--- src/design/qeod_pkg.sv ---
// Shared types and constants for the quadrature encoder odometry block.
`timescale 1ns / 1ps
package qeod_pkg;

  localparam int DEF_COUNT_WIDTH = 32;
  localparam int WHEEL_COUNT     = 4;
  localparam int DELTA_WIDTH     = 32;

  // Wheel positions in the line and mask vectors
  localparam int WHEEL_FR = 0;
  localparam int WHEEL_FL = 1;
  localparam int WHEEL_RL = 2;
  localparam int WHEEL_RR = 3;

  localparam logic [WHEEL_COUNT-1:0] INVERT_MASK_RESET = 4'b0100;
  localparam logic [WHEEL_COUNT-1:0] A_LEVELS_RESET    = 4'b1111;

  typedef enum logic {
    OP_SAMPLE = 1'b0,
    OP_READ   = 1'b1
  } op_t;

  // Sample word handed to the wheel counters
  typedef struct packed {
    logic                   en;
    logic [WHEEL_COUNT-1:0] a_lines;
    logic [WHEEL_COUNT-1:0] b_lines;
  } sample_cmd_t;

endpackage

--- src/design/qeod_wheel_counter.sv ---
// Edge detection on the A lines and the four up/down wheel counters.
`timescale 1ns / 1ps
module qeod_wheel_counter
  import qeod_pkg::*;
#(
  parameter int COUNT_WIDTH = DEF_COUNT_WIDTH
) (
  input  logic                                    clk,
  input  logic                                    rst,
  input  sample_cmd_t                             cmd,
  input  logic [WHEEL_COUNT-1:0]                  invert_mask,
  output logic [WHEEL_COUNT-1:0][COUNT_WIDTH-1:0] counts
);

  logic [WHEEL_COUNT-1:0] prev_a;
  logic [WHEEL_COUNT-1:0] rise;
  logic [WHEEL_COUNT-1:0] up;
  logic [WHEEL_COUNT-1:0][COUNT_WIDTH-1:0] counts_next;

  assign rise = cmd.a_lines & ~prev_a;
  assign up   = cmd.b_lines ^ invert_mask;

  always_comb begin
    for (int i = 0; i < WHEEL_COUNT; i++) begin
      if (rise[i]) begin
        counts_next[i] = up[i] ? counts[i] + COUNT_WIDTH'(1) : counts[i] - COUNT_WIDTH'(1);
      end else begin
        counts_next[i] = counts[i];
      end
    end
  end

  always_ff @(posedge clk) begin
    if (rst) begin
      prev_a <= A_LEVELS_RESET;
      counts <= '0;
    end else if (cmd.en) begin
      prev_a <= cmd.a_lines;
      counts <= counts_next;
    end
  end

endmodule

--- src/design/qeod_side_average.sv ---
// Side averages, deltas against the previous read, and the stored averages.
`timescale 1ns / 1ps
module qeod_side_average
  import qeod_pkg::*;
#(
  parameter int COUNT_WIDTH = DEF_COUNT_WIDTH
) (
  input  logic                                    clk,
  input  logic                                    rst,
  input  logic                                    read_en,
  input  logic [WHEEL_COUNT-1:0][COUNT_WIDTH-1:0] counts,
  output logic signed [DELTA_WIDTH-1:0]           left_delta,
  output logic signed [DELTA_WIDTH-1:0]           right_delta
);

  localparam int SumWidth = COUNT_WIDTH + 1;

  logic signed [SumWidth-1:0]    left_sum, right_sum;
  logic signed [SumWidth-1:0]    left_adj, right_adj;
  logic        [COUNT_WIDTH-1:0] left_avg, right_avg;
  logic        [COUNT_WIDTH-1:0] last_left, last_right;
  logic signed [COUNT_WIDTH-1:0] left_diff, right_diff;

  assign left_sum  = SumWidth'(signed'(counts[WHEEL_FL])) + SumWidth'(signed'(counts[WHEEL_RL]));
  assign right_sum = SumWidth'(signed'(counts[WHEEL_FR])) + SumWidth'(signed'(counts[WHEEL_RR]));

  // Add one to negative sums so the halving truncates toward zero
  assign left_adj  = left_sum + {{(SumWidth-1){1'b0}}, left_sum[SumWidth-1]};
  assign right_adj = right_sum + {{(SumWidth-1){1'b0}}, right_sum[SumWidth-1]};

  assign left_avg  = left_adj[SumWidth-1:1];
  assign right_avg = right_adj[SumWidth-1:1];

  assign left_diff  = left_avg - last_left;
  assign right_diff = right_avg - last_right;

  assign left_delta  = DELTA_WIDTH'(left_diff);
  assign right_delta = DELTA_WIDTH'(right_diff);

  always_ff @(posedge clk) begin
    if (rst) begin
      last_left  <= '0;
      last_right <= '0;
    end else if (read_en) begin
      last_left  <= left_avg;
      last_right <= right_avg;
    end
  end

endmodule

--- src/design/quad_encoder_odometry_delta.sv ---
// Top level of the four-wheel quadrature encoder odometry block.
// A read word is held in the input register, then loads the result register when it advances.
// Throughput: one word per cycle; sample words never wait, but a read word held in
// the input register by a full, stalled result register stalls the input.
// Synchronous active-high reset clears the wheel counts and stored averages, sets
// the A history to all ones and the invert mask to rear left.
`timescale 1ns / 1ps
module quad_encoder_odometry_delta
  import qeod_pkg::*;
#(
  parameter int COUNT_WIDTH = DEF_COUNT_WIDTH
) (
  input  logic                          clk,
  input  logic                          rst,
  input  logic                          in_valid,
  output logic                          in_stall,
  input  logic                          operation,
  input  logic [WHEEL_COUNT-1:0]        a_lines,
  input  logic [WHEEL_COUNT-1:0]        b_lines,
  output logic                          out_valid,
  input  logic                          out_stall,
  output logic signed [DELTA_WIDTH-1:0] left_delta,
  output logic signed [DELTA_WIDTH-1:0] right_delta,
  input  logic                          cfg_we,
  input  logic [WHEEL_COUNT-1:0]        cfg_wdata
);

  logic                   invert_mask;
  logic [WHEEL_COUNT-1:0] direction_invert_mask;

  logic                   s1_valid;
  op_t                    s1_op;
  logic [WHEEL_COUNT-1:0] s1_a;
  logic [WHEEL_COUNT-1:0] s1_b;

  logic        accept;
  logic        out_free;
  logic        advance;
  logic        read_en;
  sample_cmd_t sample_cmd;

  logic [WHEEL_COUNT-1:0][COUNT_WIDTH-1:0] counts;
  logic signed [DELTA_WIDTH-1:0]           left_delta_next, right_delta_next;

  assign invert_mask = 1'b0;

  always_ff @(posedge clk) begin
    if (rst) begin
      direction_invert_mask <= INVERT_MASK_RESET;
    end else if (cfg_we) begin
      direction_invert_mask <= cfg_wdata;
    end
  end

  // Sample words never wait on the output; read words need a free result slot
  assign out_free = !out_valid || !out_stall;
  assign advance  = s1_valid && ((s1_op == OP_SAMPLE) || out_free);
  assign in_stall = s1_valid && !advance;
  assign accept   = in_valid && !in_stall;
  assign read_en  = advance && (s1_op == OP_READ);

  assign sample_cmd.en      = advance && (s1_op == OP_SAMPLE);
  assign sample_cmd.a_lines = s1_a;
  assign sample_cmd.b_lines = s1_b;

  always_ff @(posedge clk) begin
    if (rst) begin
      s1_valid <= 1'b0;
    end else if (accept) begin
      s1_valid <= 1'b1;
    end else if (advance) begin
      s1_valid <= 1'b0;
    end
  end

  always_ff @(posedge clk) begin
    if (accept) begin
      s1_op <= op_t'(operation);
      s1_a  <= a_lines;
      s1_b  <= b_lines;
    end
  end

  qeod_wheel_counter #(
    .COUNT_WIDTH(COUNT_WIDTH)
  ) u_wheel_counter (
    .clk        (clk),
    .rst        (rst),
    .cmd        (sample_cmd),
    .invert_mask(direction_invert_mask ^ {WHEEL_COUNT{invert_mask}}),
    .counts     (counts)
  );

  qeod_side_average #(
    .COUNT_WIDTH(COUNT_WIDTH)
  ) u_side_average (
    .clk        (clk),
    .rst        (rst),
    .read_en    (read_en),
    .counts     (counts),
    .left_delta (left_delta_next),
    .right_delta(right_delta_next)
  );

  // Result register: hold while stalled, load on a read word
  always_ff @(posedge clk) begin
    if (rst) begin
      out_valid <= 1'b0;
    end else if (read_en) begin
      out_valid <= 1'b1;
    end else if (!out_stall) begin
      out_valid <= 1'b0;
    end
  end

  always_ff @(posedge clk) begin
    if (read_en) begin
      left_delta  <= left_delta_next;
      right_delta <= right_delta_next;
    end
  end

endmodule
--- config.mk ---
export PLATFORM = sky130hd
export DESIGN_NAME = quad_encoder_odometry_delta
export DESIGN_NICKNAME = d
export VERILOG_FILES = /design/src/design/qeod_pkg.sv /design/src/design/qeod_wheel_counter.sv /design/src/design/qeod_side_average.sv /design/src/design/quad_encoder_odometry_delta.sv
export SDC_FILE = /design/constraint.sdc
export NUM_CORES = 1
export LEC_CHECK = 0
export BUFFER_PORTS_ARGS = -buffer_cell sky130_fd_sc_hd__buf_2
export CAP_MARGIN = 25
export CORE_ASPECT_RATIO = 0.75
export CORE_MARGIN = 10
export CORE_UTILIZATION = 35
export CTS_BUF_LIST = sky130_fd_sc_hd__clkbuf_4
export DETAILED_ROUTE_END_ITERATION = 10
export HOLD_SLACK_MARGIN = 0.15
export PLACE_DENSITY_LB_ADDON = 0.12
export SLEW_MARGIN = 20
export SYNTH_ARGS = -nofsm -noshare
export SYNTH_HDL_FRONTEND = slang
export SYNTH_SLANG_ARGS = --single-unit
--- constraint.sdc ---
create_clock -name clk -period 10.3 [get_ports clk]
set_clock_uncertainty 0.15 [all_clocks]
set_input_delay 1.03 -clock clk [delete_from_list [all_inputs] [get_ports clk]]
set_output_delay 1.03 -clock clk [all_outputs]
set_load 0.02 [all_outputs]
==> flow_metrics.tcl, run 1 <==
set metrics [dict create \
    post_cts_resized 0 \
    max_freq_mhz 125.4 \
    setup_slack_ns 2.324 \
    clk_latency_ns 0.88 \
    netlist_area_sq_um 23630 \
    leakagePower_nw 11.42 \
    cts-root-buf "clkbuf_4" \
    rows 82 \
    cp_slowest_cell "or4b_4" \
    area_growth_pct 10.45 \
    synth_fp_nets 3256 \
    path_delay_family "compound AO/OA/AOI/OAI gates" \
    final_cell_area_sq_um 26100 \
    drive_gt1_share_pct 8.929 \
    wl_per_cell_um 16.75 \
    core_area_sq_um 66790 \
    ant_nets 0 \
    hold_viol_final 0 \
    grt_overflow 0 \
    track_usage_pct 16.70 \
    start_kind "register" \
    layout_common_cells "376 x nand2_1, 310 x a21oi_1, 248 x ha_1" \
    period_needed_ns 7.976 \
    nNetsFinal 3350 \
    post_cts_buffers 0 \
    syn_avg_cell_area_sq_um 7.923 \
    maxSlewHeadroom_pct 37.31 \
    ys.flop_type "dfxtp_1" \
    ctsLongestPathBuffers 3 \
    hold_class "in2reg" \
    io_buffers 83 \
    drc 0 \
    fin_setup_tns_ns 0 \
    synthCells 2982 \
    htreeDepth 3 \
    status "complete, no violations" \
    start_util_pct 35.37 \
    max_slew.worst_pin.slew_ns 0.9403 \
    grt_pass1_vias 20150 \
    cts_tree "yes" \
    fillers 6842 \
    grt_max_degree 75 \
    worstSetupPathType "reg2reg" \
    arrival_ns 8.43 \
    rsz0062_at_grt "false" \
    drt_pass1_iterations 5 \
    ys_seq_area_share_pct 26.39 \
    path_clk_slew_ns 0.07 \
    via_per_inst 5.427 \
    slew_viol_final 0 \
    die_area_sq_um 78400 \
    critical_path_required_ns 10.75 \
    dieHeight_um 245.0 \
    worst-path-buf-inv 2 \
    synth_async_sr_flop_share_pct 0 \
    dpl-instance-area_sq_um 25010 \
    critPathMaxStageDelay_ns 0.56 \
    die_w_um 320.0 \
    seq_area_sq_um 6236 \
    num_vias 21830 \
    cts_buffers 82 \
    drt_first_iter_violations 1484 \
    ir_worst_vdd_uv 67.40 \
    cp_max_fo 7 \
    post-route-period-util_pct 77.43 \
    globalplace.congestion 0.8779 \
    dp_hpwl_um 51230 \
    finalSetupViolations 0 \
    multi_input_area_sq_um 16540 \
    antenna_found_initial 3 \
    synth_edf_count 73 \
    cap_violations 0 \
    end_kind "register" \
    post-place-ws_ns 2.390 \
    yosysUniqueCellTypes 83 \
    drt-total-wl_um 67370 \
    p_per_area_nw_per_um2 108.7 \
    io_pins 84 \
    postSynthRegisterBits 275 \
    grt_pass1_wl_um 108700 \
    cts_sinks 275 \
    yosysWarnings 0 \
    mostFrequentLayoutCell "nand2_1" \
]
## worst paths after layout
kind                                             start  slack (ns)                                        end  cells past startpoint
max            u_wheel_counter.counts[64]$_SDFFE_PP0P_        2.32                   left_delta[31]$_DFFE_PP_                     30
min reg2reg  u_side_average.last_right[7]$_SDFFE_PP0P_        0.30  u_side_average.last_right[7]$_SDFFE_PP0P_                      2
min                                         a_lines[3]        0.25                          s1_a[3]$_DFFE_PP_                      1
max reg2reg    u_wheel_counter.counts[64]$_SDFFE_PP0P_        2.32                   left_delta[31]$_DFFE_PP_                     30
## sequential cells by signal, indices dropped and copies added, names as in the netlist
| register | count |
|---|---|
| out_valid | 1 |
| direction_invert_mask | 4 |
| s1_op | 1 |
| right_delta | 32 |
| u_wheel_counter.counts | 128 |
| u_side_average.last_right | 32 |
| s1_b | 4 |
| s1_valid | 1 |
| s1_a | 4 |
| u_side_average.last_left | 32 |
| left_delta | 32 |
| u_wheel_counter.prev_a | 4 |
## metrics by stage
step	hold WS (ns)	util, %	std cells	total power, mW
after floorplan	0.2863	-	2982	1.614
after detailed placement	0.2994	37.44	3872	1.741
after global routing	0.1804	39.06	4020	3.017
final	0.2524	39.07	4022	2.837
after global placement	0.2942	37.40	3871	1.731
after CTS	0.1548	39.05	4018	2.889
## layer usage
metal	share of wire, %	GRT usage, %
met1	56	26.21
met2	36	22.00
met3	6.3	3.494
met4	1.9	4.681
met5	0	0
## cell type report
type	count	share of cell area [%]
flip-flops and latches	275	23.90
clock buffers	122	3.510
repair buffers	102	2.258
well taps	882	4.229
inverters	147	2.119
diodes	4	0.03836
multi-input cells	2468	63.40
clock inverters	22	0.5466
## synthesized netlist by cell type (46+ instances only)
| library cell | instances | share of area (%) |
|---|---|---|
| nand3_1 | 77 | 1.6 |
| edfxtp_1 | 73 | 9.3 |
| xnor2_1 | 170 | 6.3 |
| xor2_1 | 75 | 2.8 |
| a21oi_1 | 310 | 6.6 |
| nand2_1 | 376 | 6.0 |
| a211oi_1 | 75 | 2.4 |
| nor2_1 | 226 | 3.6 |
| dfxtp_1 | 202 | 17 |
| o21ai_0 | 137 | 2.9 |
| nor3_1 | 72 | 1.5 |
| and3_1 | 46 | 1.2 |
| inv_1 | 147 | 2.3 |
| ha_1 | 248 | 13 |
| a21o_1 | 103 | 3.3 |
| clkbuf_1 | 83 | 1.3 |
## power by group
group	leakage, nW	internal, mW	total (mW)	switching (mW)
Sequential	2.30	1.16	1.17	0.0132
Combinational	8.49	0.221	0.546	0.325
Clock	0.631	0.587	1.12	0.530
Total	11.4	1.97	2.84	0.868
## logic make-up (layout without fill, tap and decap cells)
group	after synthesis	in the layout	synth area share, %
xor+xnor	246	246	9.183
other cells	0	4	0
flops	275	275	26.39
fa+ha+maj	256	256	13.81
simple gates	1063	1063	21.74
compound gates	889	889	24.43
mux	14	14	0.6249
buf+inv	239	393	3.813
## timing repair
action / in CTS / in global routing
endpoints found under the setup margin: 0 / 0
hold endpoints to repair: 2 / 0
hold buffers: 2 / 0
## worst reg2reg max path: cells and delay by family (launching register included)
| kind | cells | cell delay (ns) |
|---|---|---|
| XOR/XNOR | 1 | 0.22 |
| AND/OR/NAND/NOR | 11 | 2.48 |
| flip-flops | 1 | 0.35 |
| buffers and inverters | 2 | 0.19 |
| adder cells (fa/ha/maj) | 4 | 0.92 |
| AO/OA/AOI/OAI | 12 | 3.39 |
No activity file was read; power rests on OpenSTA's default activity.
==> run 2, diff against run 1 <==
Settings changed: ABC_AREA set to 1.
Clock period 10.3 ns to 6.8 ns, I/O delays scaled along.
==> run 2 against run 1 <==
Against the previous run:
- utilization increased by 0.20 points
- cell count grew 31%
- design area up 11%
- synthesized cell count grew 37%
- combinational power increased by 75%
- via count up 17%
- register-to-register slack got worse by 1.3 ns
- flip-flop and latch count unchanged
- largest cell class unchanged
- first-iteration DRC count increased by 12%
- sequential share of layout area fell by 2.4 points
- fmax up 37%
- synthesized area is 10% higher
==> flow_metrics.tcl, run 2 <==
set metrics [dict create \
    synth_async_sr_flop_share_pct 0 \
    cp_max_fo 7 \
    cts_sinks 275 \
    seq_area_sq_um 6236 \
    r2r-end "left_delta[31]$_DFFE_PP_" \
    drt_first_iter_violations 1656 \
    finalSetupViolations 0 \
    ir_worst_vdd_uv 93.70 \
    wl_per_cell_um 15.37 \
    cap_violations 0 \
    nNetsFinal 4498 \
    mostFrequentLayoutCell "nand2_1" \
    top_register "u_wheel_counter.counts" \
    rsz0062_at_grt "false" \
    cp_common_cell "nand2_1" \
    start_kind "register" \
    yosysTopAreaCell "dfxtp_1" \
    cts_tree "yes" \
    multi_input_area_sq_um 17080 \
    postSynthRegisterBits 275 \
    worstSetupPathType "reg2reg" \
    cts-root-buf "clkbuf_4" \
    hold_buffers 24 \
    ys_seq_area_share_pct 23.89 \
    htreeDepth 3 \
    io_buffers 83 \
    rr_worst_depth 36 \
    drt_pass1_iterations 5 \
    path_clk_slew_ns 0.06 \
    period_needed_ns 5.815 \
    synth_edf_count 73 \
    rows 86 \
    area_growth_pct 10.91 \
    synth_common_cells "898 x nand2_1, 680 x inv_1, 503 x nor2_1, 348 x a21oi_1, 315 x o21ai_0" \
    min-delay-start "u_side_average.last_right[7]$_SDFFE_PP0P_" \
    ant_nets 0 \
    cts_buffers 81 \
    hold_viol_final 0 \
    ctsLongestPathBuffers 3 \
    via_per_inst 4.866 \
    die_area_sq_um 86010 \
    arrival_ns 6.26 \
    max_slew.worst_pin.slew_ns 1.003 \
    critical_path_required_ns 7.25 \
    drive_gt1_share_pct 7.046 \
    end_kind "register" \
    die_w_um 335.3 \
    post_cts_resized 0 \
    synth_top_area_share_pct 15.49 \
    largest_reg_flops 128 \
    p_per_area_nw_per_um2 152.9 \
    timing.rr.start "u_wheel_counter.counts[64]$_SDFFE_PP0P_" \
    ys.flop_type "dfxtp_1" \
    slew_viol_final 0 \
    critPathMaxStageDelay_ns 0.41 \
    track_usage_pct 18.34 \
    maxSlewHeadroom_pct 33.15 \
    leakagePower_nw 14.82 \
    hold_depth 2 \
    min_delay_worst_endpoint "u_side_average.last_right[7]$_SDFFE_PP0P_" \
    grt_pass1_wl_um 129200 \
    post_cts_buffers 0 \
    fillers 7986 \
    yosysWarnings 0 \
    io_pins 84 \
    start_util_pct 35.41 \
    hold_slack_ns 0.3344 \
    antenna_found_initial 5 \
    r2r_slack_ns 0.99 \
    cp_slowest_cell "dfxtp_1" \
    yosys-top-cells-area "dfxtp_1 15%, nand2_1 13%, ha_1 12%" \
    synth_fp_nets 4354 \
    synthCells 4080 \
    dieHeight_um 256.5 \
    layout_common_cells "898 x nand2_1, 679 x inv_1, 499 x nor2_1" \
    dp_hpwl_um 64670 \
    synth_most_common_cell "nand2_1" \
    clk_latency_ns 0.86 \
    core_area_sq_um 73710 \
    globalplace.congestion 0.9336 \
    hold_class "reg2reg" \
    max_freq_mhz 172.0 \
    num_vias 25570 \
    drc 0 \
    post-route-period-util_pct 85.51 \
    status "complete, no violations" \
    fin_setup_tns_ns 0 \
    yosysUniqueCellTypes 55 \
    grt_max_degree 78 \
    drt-total-wl_um 80780 \
    netlist_area_sq_um 26100 \
    grt_pass1_vias 24000 \
    syn_avg_cell_area_sq_um 6.397 \
    grt_overflow 0 \
]
==> run 2: logic make-up (layout without fill, tap and decap cells) <==
family                   Yosys count  count (layout)  share of synthesized area, %
XOR/XNOR                         200             200                         6.826
AND/OR/NAND/NOR                 1746            1746                         27.86
adder cells (fa/ha/maj)          256             256                         12.50
buffers and inverters            750             956                         10.84
AO/OA/AOI/OAI                    853             853                         18.08
flip-flops                       275             275                         23.89
other                              0               2                             0
==> run 2: final cells by class <==
type,instances,area share [%]
multi-input combinational,3055,59.01
inverter,690,8.964
clock buffer,120,3.112
clock inverter,25,0.5360
antenna,2,0.01729
timing repair buffer,121,2.637
sequential,275,21.54
tap,968,4.184
==> run 2: metrics by stage <==
step	setup WS [ns]	instance area, sq um	instances	utilization [%]	power [mW]
6_report	0.9853	28950	5256	39.27	4.427
5_1_grt	0.2497	28950	5256	39.27	4.717
4_1_cts	0.9599	28940	5254	39.27	4.514
3_5_place_dp	1.010	27650	5085	37.51	2.768
3_3_place_gp	1.196	27650	5085	37.51	2.774
2_1_floorplan	1.770	26100	4080	-	2.520
==> run 2: critical path, delay by kind of cell, from the launching register on <==
family	cells	cell delay, ns
buffers and inverters	5	0.39
AO/OA/AOI/OAI	3	0.61
flip-flops	1	0.41
AND/OR/NAND/NOR	24	2.88
adder cells (fa/ha/maj)	4	1.15
==> run 2: worst max path at each step <==
stage,startpoint,endpoint,slack (ns),depth (start not counted)
after floorplan,u_wheel_counter.counts[0]$_SDFFE_PP0P_,right_delta[31]$_DFFE_PP_,1.77,39
after global placement,u_wheel_counter.counts[64]$_SDFFE_PP0P_,left_delta[22]$_DFFE_PP_,1.20,34
after detailed placement,u_wheel_counter.counts[64]$_SDFFE_PP0P_,left_delta[31]$_DFFE_PP_,1.01,36
after CTS,u_wheel_counter.counts[64]$_SDFFE_PP0P_,left_delta[31]$_DFFE_PP_,0.96,36
after global routing,u_wheel_counter.counts[64]$_SDFFE_PP0P_,left_delta[22]$_DFFE_PP_,0.25,34
final,u_wheel_counter.counts[64]$_SDFFE_PP0P_,left_delta[31]$_DFFE_PP_,0.99,36
==> run 2: routing by layer <==
metal  part of all wire [%]  vias up  track usage [%]
met3                    6.6      143            4.107
met1                     55    11200            28.40
li1                       -    13660                -
met5                   0.27        -            1.552
met4                    2.3        8            5.181
met2                     36      569            24.21
==> run 2: power by group <==
part | internal (mW) | switching (mW)
combinational | 0.330 | 0.627
sequential | 1.76 | 0.0297
clock | 0.879 | 0.799
==> run 3, diff against run 2 <==
Settings changed: PLACE_DENSITY_LB_ADDON 0.12 to unset.
==> run 3 against run 2 <==
Against the previous run:
- first-iteration DRC count increased by 30%
- sequential power about the same
- count of clock-buffer cells in the layout unchanged
- via count increased by 3.2%
- wire length increased by 1.4%
- critical path depth unchanged
- flip-flop and latch count unchanged
- non-clock buffer count increased by 3
- cell count increased by 0.17%
- design area about the same
- clock power about the same
- setup slack got worse by 0.015 ns
- largest power group unchanged
==> flow_metrics.tcl, run 3 (synthesized netlist as in run 2, its figures left out) <==
set metrics [dict create \
    status "complete, no violations" \
    hold_depth 2 \
    drive_gt1_share_pct 7.199 \
    layout_common_cells "898 x nand2_1, 679 x inv_1, 499 x nor2_1" \
    seqPwrFrac_pct 40.5 \
    arrival_ns 6.28 \
    drt_pass1_iterations 6 \
    num_vias 26400 \
    drt_first_iter_violations 2154 \
    start_kind "register" \
    path_clk_slew_ns 0.07 \
    core_area_sq_um 73710 \
    grt_pass1_wl_um 129600 \
    intPower_mw 2.909 \
    ir_worst_vdd_uv 105.7 \
    grt_overflow 0 \
    start_util_pct 35.41 \
    power.switching_mw 1.499 \
    globalplace.congestion 0.9505 \
    hold_viol_final 0 \
    nNetsFinal 4501 \
    track_usage_pct 18.49 \
    ant_nets 0 \
    antenna_found_initial 4 \
    cts_tree "yes" \
    post_cts_buffers 0 \
    power.total_mw 4.408 \
    rsz0062_at_grt "false" \
    worstSetupPathType "reg2reg" \
    leakagePower_nw 14.84 \
    cp_common_cell "nand2_1" \
    period_needed_ns 5.829 \
    mostFrequentLayoutCell "nand2_1" \
    fillers 7888 \
    post-route-period-util_pct 85.73 \
    ctsLongestPathBuffers 3 \
    via_per_inst 5.014 \
    fin_setup_tns_ns 0 \
    cp_slowest_cell "dfxtp_1" \
    cap_violations 0 \
    rows 86 \
    dieHeight_um 256.5 \
    drc 0 \
    slew_viol_final 0 \
    maxSlewHeadroom_pct 33.21 \
    max_freq_mhz 171.5 \
    dp_hpwl_um 65080 \
    cp_max_fo 7 \
    top_register "u_wheel_counter.counts" \
    p_per_area_nw_per_um2 152.2 \
    post_cts_resized 0 \
    io_pins 84 \
    cts_buffers 81 \
    end_kind "register" \
    cts-root-buf "clkbuf_4" \
    pwr-share-clk_pct 37.4 \
    grt_max_degree 102 \
    critical_path_required_ns 7.26 \
    wl_per_cell_um 15.55 \
    finalSetupViolations 0 \
    htreeDepth 3 \
    area_growth_pct 10.99 \
    die_w_um 335.3 \
    largest_reg_flops 128 \
    netSwitchingFraction_pct 34.00 \
    critPathMaxStageDelay_ns 0.40 \
    power_frac_comb_pct 22.0 \
    max_slew.worst_pin.slew_ns 1.002 \
    die_area_sq_um 86010 \
    clk_latency_ns 0.87 \
    hold_class "in2reg" \
    cts_sinks 275 \
    drt-total-wl_um 81870 \
    grt_pass1_vias 23550 \
    rr_worst_depth 36 \
    io_buffers 83 \
]
==> run 3: changes by cell type in the layout (fill, tap and decap cells not counted), sizes merged <==
cell | previous run | this run
buf | 97 | 99
clkinv | 21 | 24
dlygate4sd3 | 24 | 25
inv | 690 | 693
diode | 2 | 5
bufinv | 2 | 0
clkinvlp | 2 | 1
==> run 3: final timing paths <==
| check | from | end | slack, ns |
|---|---|---|---|
| hold / removal | rst | u_wheel_counter.counts[31]$_SDFFE_PP0P_ | 0.29 |
| hold reg to reg | s1_a[0]$_DFFE_PP_ | u_wheel_counter.prev_a[0]$_SDFFE_PP1P_ | 0.32 |
| setup reg to reg | u_wheel_counter.counts[64]$_SDFFE_PP0P_ | left_delta[31]$_DFFE_PP_ | 0.97 |
| setup / recovery | u_wheel_counter.counts[64]$_SDFFE_PP0P_ | left_delta[31]$_DFFE_PP_ | 0.97 |
==> run 3: timing repair <==
action	CTS	global route
hold buffers	25	0
setup endpoints to repair	0	0
hold endpoints to repair	16	0
==> run 3: cell type report <==
class | instances | area [sq um] | share of cell area [%]
Multi-Input combinational cell | 3055 | 17080 | 58.96
Clock inverter | 28 | 133.9 | 0.4621
Antenna cell | 5 | 12.51 | 0.04319
Sequential cell | 275 | 6236 | 21.53
Inverter | 690 | 2592 | 8.949
Timing Repair Buffer | 124 | 800.8 | 2.764
Clock buffer | 120 | 900.9 | 3.110
Tap cell | 968 | 1211 | 4.181
==> run 3: worst max-delay path: cells and delay by family (launching register included) <==
family,cells,cell delay (ns)
and+or+nand+nor,24,2.85
adders and majority gates,4,1.15
AOI/OAI and AO/OA,3,0.65
DFF,1,0.40
buffers and inverters,5,0.37
==> run 3: per-layer routing <==
layer | global-route usage, % | share of wire, % | up-vias
met5 | 0 | 0.042 | -
met4 | 4.157 | 1.6 | 4
met3 | 4.092 | 7.8 | 110
met2 | 24.85 | 37 | 740
met1 | 28.82 | 53 | 11870
li1 | - | - | 13680
==> run 3: power groups by stage <==
stage,Clock (mW),Combinational (mW),Sequential [mW]
3_5_place_dp,0,0.946,1.82
3_3_place_gp,0,0.943,1.82
5_1_grt,1.80,1.09,1.79
6_report,1.65,0.972,1.79
2_1_floorplan,0,0.675,1.84
4_1_cts,1.72,0.962,1.79
==> run 3: through the flow <==
stage	utilization, %	worst slack, ns	instance area, sq um	hold WS (ns)	std cells
floorplan	-	1.770	26100	0.2915	4080
global placement	37.54	1.129	27670	0.3154	5087
detailed placement	37.54	1.012	27670	0.3181	5087
CTS	39.29	1.001	28960	0.1613	5260
global route	39.30	0.2297	28970	0.2072	5265
finish	39.30	0.9706	28970	0.2863	5265
